[src/ihex_pkg.sv]
// ----------------------------------------------------------------------------
// ihex_pkg
// Types and constants shared by the Intel HEX record parser.
// ----------------------------------------------------------------------------
package ihex_pkg;

  typedef enum logic [2:0] {
    PH_IDLE,
    PH_COUNT,
    PH_OFFSET,
    PH_KIND,
    PH_UPPER,
    PH_DATA
  } phase_t;

  typedef enum logic [1:0] {
    ST_MID  = 2'd0,
    ST_DONE = 2'd1,
    ST_EOF  = 2'd2,
    ST_BAD  = 2'd3
  } status_t;

  localparam logic [7:0] CHAR_COLON  = 8'h3A;
  localparam logic [7:0] CHAR_ZERO   = 8'h30;
  localparam logic [7:0] CHAR_NINE   = 8'h39;
  localparam logic [7:0] ALPHA_BIAS  = 8'd55;  // 'A' - 10

  localparam logic [7:0] KIND_DATA   = 8'h00;
  localparam logic [7:0] KIND_EOF    = 8'h01;
  localparam logic [7:0] KIND_UPPER  = 8'h04;

  localparam int DATA_W = 48;
  localparam int USER_W = 3;

  typedef struct packed {
    logic        has;
    logic        wr;
    logic [31:0] addr;
    logic [15:0] data;
    status_t     status;
  } result_t;

  function automatic logic [3:0] nibble_of(input logic [7:0] c);
    logic [7:0] t;
    begin
      if (c >= CHAR_ZERO && c <= CHAR_NINE) begin
        t = c - CHAR_ZERO;
      end else begin
        t = c - ALPHA_BIAS;
      end
      nibble_of = t[3:0];
    end
  endfunction

endpackage

[src/intel_hex_record_parser.sv]
// ----------------------------------------------------------------------------
// intel_hex_record_parser
// Streaming Intel HEX parser: one ASCII character per beat in, halfword flash
// writes and record status out.
// ----------------------------------------------------------------------------
// One character is taken every clock cycle while s_tready is high. A result
// is registered into the output register, or into the skid entry while the
// output is held; characters that cause no result (mid-field digits, checksum,
// line ends) produce no beat. The output register plus one skid entry decouple
// the two sides, so the input stalls only when both hold results the sink has
// not taken. The load address upper half resets to RESET_UPPER_ADDRESS.
module intel_hex_record_parser import ihex_pkg::*; #(
  parameter int RESET_UPPER_ADDRESS = 2048
) (
  input  logic              clk,
  input  logic              rst,
  input  logic              s_tvalid,
  output logic              s_tready,
  input  logic [7:0]        s_tdata,   // character
  input  logic              s_tuser,   // record_start
  output logic              m_tvalid,
  input  logic              m_tready,
  output logic [DATA_W-1:0] m_tdata,   // write_address[31:0], write_data[47:32]
  output logic [USER_W-1:0] m_tuser    // write_valid[0], record_status[2:1]
);

  result_t            res;
  logic               beat;
  logic               take;
  logic [DATA_W-1:0]  res_data;
  logic [USER_W-1:0]  res_user;

  logic               out_valid;
  logic [DATA_W-1:0]  out_data;
  logic [USER_W-1:0]  out_user;
  logic               skid_valid;
  logic [DATA_W-1:0]  skid_data;
  logic [USER_W-1:0]  skid_user;
  logic               out_free;

  assign beat     = s_tvalid && s_tready;
  assign take     = out_valid && m_tready;
  assign out_free = take || !out_valid;
  assign s_tready = !skid_valid;

  assign res_data = {res.data, res.addr};
  assign res_user = {res.status, res.wr};

  ihex_parser #(
    .RESET_UPPER_ADDRESS(RESET_UPPER_ADDRESS)
  ) u_parser (
    .clk          (clk),
    .rst          (rst),
    .beat         (beat),
    .character    (s_tdata),
    .record_start (s_tuser),
    .res          (res)
  );

  always_ff @(posedge clk) begin
    if (rst) begin
      out_valid  <= 1'b0;
      skid_valid <= 1'b0;
    end else if (out_free) begin
      out_valid  <= skid_valid || res.has;
      skid_valid <= 1'b0;
    end else if (res.has) begin
      skid_valid <= 1'b1;
    end
  end

  always_ff @(posedge clk) begin
    if (out_free) begin
      if (skid_valid) begin
        out_data <= skid_data;
        out_user <= skid_user;
      end else begin
        out_data <= res_data;
        out_user <= res_user;
      end
    end else if (res.has) begin
      skid_data <= res_data;
      skid_user <= res_user;
    end
  end

  assign m_tvalid = out_valid;
  assign m_tdata  = out_data;
  assign m_tuser  = out_user;

endmodule

[src/ihex_parser.sv]
// ----------------------------------------------------------------------------
// ihex_parser
// Record state and per-character decode; result is combinational from the
// current beat and the stored state.
// ----------------------------------------------------------------------------
module ihex_parser import ihex_pkg::*; #(
  parameter int RESET_UPPER_ADDRESS = 2048
) (
  input  logic       clk,
  input  logic       rst,
  input  logic       beat,
  input  logic [7:0] character,
  input  logic       record_start,
  output result_t    res
);

  localparam logic [31:0] LOAD_RESET = {16'(RESET_UPPER_ADDRESS), 16'h0000};

  phase_t      phase, phase_next;
  logic [1:0]  digit_count, digit_count_next;
  logic [7:0]  byte_count, byte_count_next;
  logic [31:0] load_address, load_address_next;
  logic [15:0] acc, acc_next;
  logic [6:0]  hw_index, hw_index_next;

  logic [15:0] v;
  logic        field_end;
  logic [6:0]  idx_inc;

  always_ff @(posedge clk) begin
    if (rst) begin
      phase        <= PH_IDLE;
      digit_count  <= 2'd0;
      byte_count   <= 8'd0;
      load_address <= LOAD_RESET;
      acc          <= 16'd0;
      hw_index     <= 7'd0;
    end else if (beat) begin
      phase        <= phase_next;
      digit_count  <= digit_count_next;
      byte_count   <= byte_count_next;
      load_address <= load_address_next;
      acc          <= acc_next;
      hw_index     <= hw_index_next;
    end
  end

  always_comb begin
    phase_next        = phase;
    digit_count_next  = digit_count;
    byte_count_next   = byte_count;
    load_address_next = load_address;
    acc_next          = acc;
    hw_index_next     = hw_index;
    res               = '0;
    res.status        = ST_MID;

    v         = {acc[11:0], nibble_of(character)};
    field_end = (phase == PH_COUNT || phase == PH_KIND) ? (digit_count == 2'd1)
                                                        : (digit_count == 2'd3);
    idx_inc   = hw_index + 7'd1;

    if (record_start) begin
      digit_count_next = 2'd0;
      acc_next         = 16'd0;
      hw_index_next    = 7'd0;
      if (character == CHAR_COLON) begin
        phase_next = PH_COUNT;
      end else begin
        phase_next = PH_IDLE;
        res.status = ST_BAD;
      end
    end else if (phase == PH_IDLE) begin
      phase_next = PH_IDLE;
    end else if (!field_end) begin
      acc_next         = v;
      digit_count_next = digit_count + 2'd1;
    end else begin
      acc_next         = 16'd0;
      digit_count_next = 2'd0;
      unique case (phase)
        PH_COUNT: begin
          byte_count_next = v[7:0];
          phase_next      = PH_OFFSET;
        end
        PH_OFFSET: begin
          load_address_next = {load_address[31:16], v};
          phase_next        = PH_KIND;
        end
        PH_KIND: begin
          hw_index_next = 7'd0;
          priority if (v[7:0] == KIND_EOF) begin
            res.status = ST_EOF;
            phase_next = PH_IDLE;
          end else if (v[7:0] == KIND_UPPER) begin
            phase_next = PH_UPPER;
          end else if (v[7:0] == KIND_DATA && byte_count[7:1] != 7'd0) begin
            phase_next = PH_DATA;
          end else begin
            res.status = ST_DONE;
            phase_next = PH_IDLE;
          end
        end
        PH_UPPER: begin
          load_address_next = {v, load_address[15:0]};
          res.status        = ST_DONE;
          phase_next        = PH_IDLE;
        end
        PH_DATA: begin
          res.wr        = 1'b1;
          res.addr      = load_address + {24'd0, hw_index, 1'b0};
          res.data      = v;
          hw_index_next = idx_inc;
          if (idx_inc >= byte_count[7:1] || idx_inc == 7'd0) begin
            res.status = ST_DONE;
            phase_next = PH_IDLE;
          end
        end
        default: begin
          phase_next = PH_IDLE;
        end
      endcase
    end

    res.has = beat && (res.wr || res.status != ST_MID);
  end

endmodule

[config.mk]
export PLATFORM = sky130hd
export DESIGN_NAME = intel_hex_record_parser
export DESIGN_NICKNAME = d
export VERILOG_FILES = /design/src/ihex_pkg.sv /design/src/intel_hex_record_parser.sv /design/src/ihex_parser.sv
export SDC_FILE = /design/constraint.sdc
export NUM_CORES = 1
export LEC_CHECK = 0
export BUFFER_PORTS_ARGS = -buffer_cell sky130_fd_sc_hd__buf_2
export CORE_ASPECT_RATIO = 2
export CORE_MARGIN = 8
export CORE_UTILIZATION = 50
export CTS_CLUSTER_SIZE = 24
export DETAILED_ROUTE_END_ITERATION = 6
export GPL_TIMING_DRIVEN = 1
export PLACE_DENSITY = 0.69
export SYNTH_ARGS = -nofsm -noshare
export SYNTH_HDL_FRONTEND = slang
export SYNTH_SLANG_ARGS = --single-unit
[constraint.sdc]
create_clock -name clk -period 5.9 [get_ports clk]
set_input_delay 1.18 -clock clk [delete_from_list [all_inputs] [get_ports clk]]
set_output_delay 1.18 -clock clk [all_outputs]
set_load 0.1 [all_outputs]
==> flow_metrics.py, run 1 <==
metrics = {
    "pwr": {
        "finalPower_uw": 2540,
        "p_per_area_mw_per_mm2": 284,
        "ir_drop_mv": 0.210,
        "leakagePower_uw": 0.00338,
    },
    "min_path": {
        "worstHoldPathCells": 2,
        "hp-class": "register to register",
    },
    "sta": {
        "slew_headroom_pct": 17.9,
        "slew_viol_final": 0,
        "hold_slack_ns": 0.453,
        "tns_ns": 0,
        "rsz0062_at_grt": "no",
        "skew_ns": 0.0101,
        "hold_violations": 0,
        "finalCritPeriodShare_pct": 70.5,
        "setup_viol": 0,
        "max_freq_ghz": 0.240,
        "fin_crit_ns": 4.16,
        "worstMarginPinSlew_ns": 1.23,
        "timing.final.ws_setup_ns": 1.74,
    },
    "cts": {
        "numCtsBuffers": 17,
        "cts_tree": "yes",
        "clock_sinks": 167,
        "cts_setup_buffers": 0,
        "cts_buffer_depth": 2,
        "cts_resized": 0,
        "cts.clk_slew.worst_paths_ns": 0.06,
        "htreeDepth": 4,
        "hold_buffers": 0,
        "clockRootBuffer": "clkbuf_16",
        "clk_latency_ns": 0.42,
    },
    "route": {
        "drt-total-wl_mm": 17.8,
        "wl_per_cell_um": 17.7,
        "first_pass_iters": 5,
        "antenna_left": 0,
        "drt_iter0_markers": 360,
        "post-route-drc-count": 0,
        "num_vias": 5664,
        "viasPerCell": 5.64,
    },
    "critical_path": {
        "cpPeakStageDelay_ns": 1.01,
        "reg2reg_slack_ns": 1.90,
        "critPathMaxFanout": 51,
        "crit_type": "primary input to register",
        "path_cells": "buf_2 -> nor2_1 -> nand3_1 -> or2_2 -> inv_2 -> or2_2 -> o2111a_2",
        "crit_slowest_cell": "o2111a_2",
        "reg2reg_depth": 10,
        "arrival_ns": 4.18,
        "cp.required_ns": 5.92,
        "worst_setup_path_start_kind": "primary input",
        "crit_path_frequent_cell": "or2_2",
        "crit_path_end_kind": "register",
    },
    "die": {
        "coreArea_mm2": 0.0157,
        "io_pins": 66,
        "die_h_um": 194,
        "die_area_mm2": 0.0204,
        "fp-row-count": 65,
        "fp.dieW_um": 105,
        "start_util_pct": 50.5,
    },
    "synth": {
        "synth.avg_cell_area_um2": 10.7,
        "yosysUniqueCellTypes": 64,
        "netlist_instances": 744,
        "synthesis.nets": 777,
        "async_flop_share_pct": 0,
        "yosys_register_bits": 167,
        "ys_seq_area_share_pct": 55.0,
        "synth_area_mm2": 0.00793,
        "synth_edf_count": 102,
        "yosys_warnings": 0,
        "yosys_most_used_dff": "edfxtp_1",
    },
    "finish": {
        "final_cells": 1005,
        "num_antenna_cells": 0,
        "drive_gt1_share_pct": 17.4,
        "syn2layout_area_growth_pct": 13.0,
        "most-common-layout-cells": "edfxtp_1, nand2_1, nor2_1",
        "layout_commonest_cell": "edfxtp_1",
        "nNetsFinal": 824,
    },
    "placement": {
        "placed_cells": 973,
        "dp_hpwl_mm": 12.9,
        "routabilityCongestion": 0.866,
        "detailedPlace.worstSlack_ns": 1.38,
        "port_buffers": 65,
    },
    "global_routing": {
        "grt_pass1_wl_mm": 28.8,
        "grt_pass1_vias": 5773,
        "grt_max_degree": 60,
        "grtUsageTotal_pct": 17.7,
        "gr-total-overflow": 0,
        "antenna_found_initial": 0,
    },
    "status": {
        "status": "finished, final reports clean",
    },
    "run": {
        "cap_violations": 0,
    },
}
[final timing paths]
kind | end | start
setup / recovery | skid_data[7] | s_tuser
hold / removal | u_parser.load_address[0] | u_parser.load_address[0]
setup reg to reg | skid_data[7] | u_parser.hw_index[0]
hold reg to reg | u_parser.load_address[0] | u_parser.load_address[0]
[critical path: cells and delay by family]
family                 cells  cell delay (ns)
buffers and inverters      2             0.51
AO/OA/AOI/OAI              1             1.01
AND/OR/NAND/NOR            4             1.39
[cell usage after synthesis, types with 10 or more instances]
cell	count	area, µm²
edfxtp_1	102	3060
nand2_1	87	327
nor2_1	80	300
dfxtp_1	65	1300
a21oi_1	39	195
clkbuf_1	34	128
o21ai_0	33	165
nand3_1	27	135
mux2i_1	22	220
mux2_2	21	236
xor2_1	20	175
ha_1	19	238
and2_1	18	113
xnor2_1	18	158
inv_1	16	60.1
nor3_1	15	75.1
nand4_1	12	75.1
o31ai_1	10	75.1
[area by class of cell]
class                   count  area [µm²]
clock buffers              24         484
clock inverters             8        98.8
fillers                  1403        6740
inverters                  17        63.8
multi-input cells         517        3330
flip-flops and latches    167        4360
well taps                 201         251
repair buffers             71         370
[flip-flops by register name, indices dropped and copies added, names as in the netlist]
signal and count:
m_tvalid 1, m_tuser 3, skid_valid 1, u_parser.phase 3, u_parser.hw_index 7, u_parser.digit_count 2
m_tdata 48, u_parser.load_address 32, u_parser.acc 12, skid_user 3, skid_data 48, u_parser.byte_count 7
[power breakdown]
part | leakage, µW | switching [µW] | internal, µW | total (µW)
Sequential | 0.00166 | 9.58 | 1250 | 1260
Combinational | 0.00143 | 156 | 31.9 | 187
Clock | 0.000291 | 438 | 661 | 1100
Total | 0.00338 | 603 | 1940 | 2540
[per-layer routing]
layer,GRT usage (%),share of wire [%]
met2,33.9,57
met3,3.79,3.6
met5,0,0
met1,16.1,36
met4,10.6,4.3
[stage by stage]
stage / area [µm²] / utilization [%]
2_1_floorplan: 7930 / -
3_3_place_gp: 8380 / 53.4
3_5_place_dp: 8380 / 53.4
4_1_cts: 8960 / 57.1
5_1_grt: 8960 / 57.1
6_report: 8960 / 57.1
[cells by family after synthesis]
group                      share of synthesized area [%]
and+or+nand+nor                                     18.0
adders and majority gates                           3.25
buffers and inverters                               3.15
xor gates and xnor gates                            4.54
DFF                                                 55.0
muxes                                               5.76
AOI/OAI and AO/OA                                   10.3
No activity file was read; power rests on OpenSTA's default activity.
==> run 2, diff against run 1 <==
--- a/config.mk
+++ b/config.mk
@@ -12,7 +12,7 @@
 export CTS_CLUSTER_SIZE = 24
 export DETAILED_ROUTE_END_ITERATION = 6
 export GPL_TIMING_DRIVEN = 1
-export PLACE_DENSITY = 0.69
+export PLACE_DENSITY = 0.71
 export SYNTH_ARGS = -nofsm -noshare
 export SYNTH_HDL_FRONTEND = slang
 export SYNTH_SLANG_ARGS = --single-unit
==> constraint.sdc (replaced) <==
create_clock -name clk -period 3.4 [get_ports clk]
set_input_delay 0.68 -clock clk [delete_from_list [all_inputs] [get_ports clk]]
set_output_delay 0.68 -clock clk [all_outputs]
set_load 0.1 [all_outputs]
==> run 2 against run 1 <==
Non-clock buffer count up 12. Register-to-register slack worse by 1.7 ns. Final cell count up 1.2%. Largest cell class unchanged. Sequential share of layout area down 0.74 points.
==> flow_metrics.py, run 2 (synthesized netlist as in run 1, its figures left out) <==
metrics = {
    "pwr": {
        "clkPwrFrac_pct": 44.4,
        "switching_share_pct": 24.9,
        "p_int_uw": 3400,
        "pwr-share-seq_pct": 48.1,
        "switchingPower_uw": 1130,
        "p_per_area_mw_per_mm2": 498,
        "comb_power_share_pct": 7.5,
        "finalPower_uw": 4530,
        "leakagePower_uw": 0.00344,
        "ir_drop_mv": 0.371,
    },
    "cts": {
        "clk_latency_ns": 0.43,
        "cts.clk_slew.worst_paths_ns": 0.06,
        "clockRootBuffer": "clkbuf_16",
        "numCtsBuffers": 17,
        "clock_sinks": 167,
        "cts_buffer_depth": 2,
        "cts_tree": "yes",
        "htreeDepth": 4,
    },
    "die": {
        "die_area_mm2": 0.0204,
        "fp.dieW_um": 105,
        "io_pins": 66,
        "coreArea_mm2": 0.0157,
        "start_util_pct": 50.5,
        "die_h_um": 194,
        "fp-row-count": 65,
    },
    "route": {
        "first_pass_iters": 5,
        "antenna_left": 0,
        "wl_per_cell_um": 17.5,
        "viasPerCell": 5.61,
        "num_vias": 5709,
        "post-route-drc-count": 0,
        "drt-total-wl_mm": 17.8,
        "drt_iter0_markers": 308,
    },
    "finish": {
        "fin_util_pct": 58.0,
        "nNetsFinal": 836,
        "drive_gt1_share_pct": 19.4,
        "most-common-layout-cells": "edfxtp_1, nand2_1, nor2_1",
        "num_antenna_cells": 0,
        "layout_commonest_cell": "edfxtp_1",
        "syn2layout_area_growth_pct": 14.8,
    },
    "sta": {
        "setup_viol": 0,
        "slew_headroom_pct": 33.9,
        "fin_crit_ns": 3.18,
        "timing.final.ws_setup_ns": 0.217,
        "slew_viol_final": 0,
        "skew_ns": 0.00917,
        "worstMarginPinSlew_ns": 0.988,
        "hold_violations": 0,
        "hold_slack_ns": 0.461,
        "max_freq_ghz": 0.314,
        "rsz0062_at_grt": "no",
        "tns_ns": 0,
        "finalCritPeriodShare_pct": 93.6,
    },
    "global_routing": {
        "grt_pass1_vias": 5682,
        "grtUsageTotal_pct": 17.5,
        "gr-total-overflow": 0,
        "antenna_found_initial": 0,
        "grt_max_degree": 52,
        "grt_pass1_wl_mm": 28.4,
    },
    "critical_path": {
        "cp.required_ns": 3.50,
        "critPathMaxFanout": 51,
        "crit_path_end_kind": "register",
        "crit_type": "register to register",
        "worst_setup_path_start_kind": "register",
        "arrival_ns": 3.28,
    },
    "run": {
        "cap_violations": 0,
    },
    "min_path": {
        "hp-class": "register to register",
    },
    "placement": {
        "detailedPlace.worstSlack_ns": 0.0808,
        "dp_hpwl_mm": 12.8,
        "port_buffers": 65,
        "routabilityCongestion": 0.959,
    },
    "status": {
        "status": "finished, final reports clean",
    },
}
==> run 2: cell type report <==
class,instances,area (µm²)
tap,201,251
timing repair buffer,83,473
sequential,167,4370
clock inverter,14,188
multi-input combinational,517,3330
inverter,17,63.8
fill,1307,6590
clock buffer,18,429
==> run 2: power groups by stage <==
stage | combinational, µW | sequential, µW | clock (µW)
6_report | 339 | 2180 | 2010
5_1_grt | 352 | 2180 | 2110
4_1_cts | 336 | 2180 | 2050
3_5_place_dp | 335 | 2220 | 0
3_3_place_gp | 330 | 2220 | 0
2_1_floorplan | 91.3 | 2390 | 0
==> run 2: timing repair <==
action	4_1_cts	5_1_grt
resized for setup	0	3
endpoints found under the setup margin	0	51
hold endpoints to repair	0	0
buffers inserted	0	2
hold buffers	0	0
==> run 2: worst paths after layout <==
kind / startpoint / endpoint / slack, ns / depth (start not counted)
max: u_parser.hw_index[2] / skid_data[6] / 0.22 / 11
min reg2reg: u_parser.load_address[5] / u_parser.load_address[5] / 0.46 / 2
min: u_parser.load_address[5] / u_parser.load_address[5] / 0.46 / 2
max reg2reg: u_parser.hw_index[2] / skid_data[6] / 0.22 / 11
==> run 2: worst max-delay path, cell delays in order (launching register included) <==
cell	delay, ns
dfxtp_1	0.46
nand3_1	0.19
nor2_1	0.25
xor2_1	0.12
ha_1	0.31
and4_1	0.16
o21ai_0	0.10
o2111a_1	0.25
a21oi_2	0.19
a311o_1	0.25
o2111a_2	0.27
buf_12	0.25
==> run 2: metal layers <==
layer / routed length [µm] / track usage (%) / vias to the layer above / share of wire, %
li1: - / - / 2783 / -
met4: 862 / 11.1 / 0 / 4.8
met1: 6330 / 16.1 / 2742 / 36
met5: 0 / 0 / - / 0
met2: 10100 / 33.6 / 134 / 57
met3: 545 / 3.20 / 50 / 3.1
==> run 2: metrics by stage <==
step	std cells	area (µm²)
floorplan	744	7930
global placement	983	8470
detailed placement	983	8470
CTS	1015	9080
global route	1017	9100
finish	1017	9100
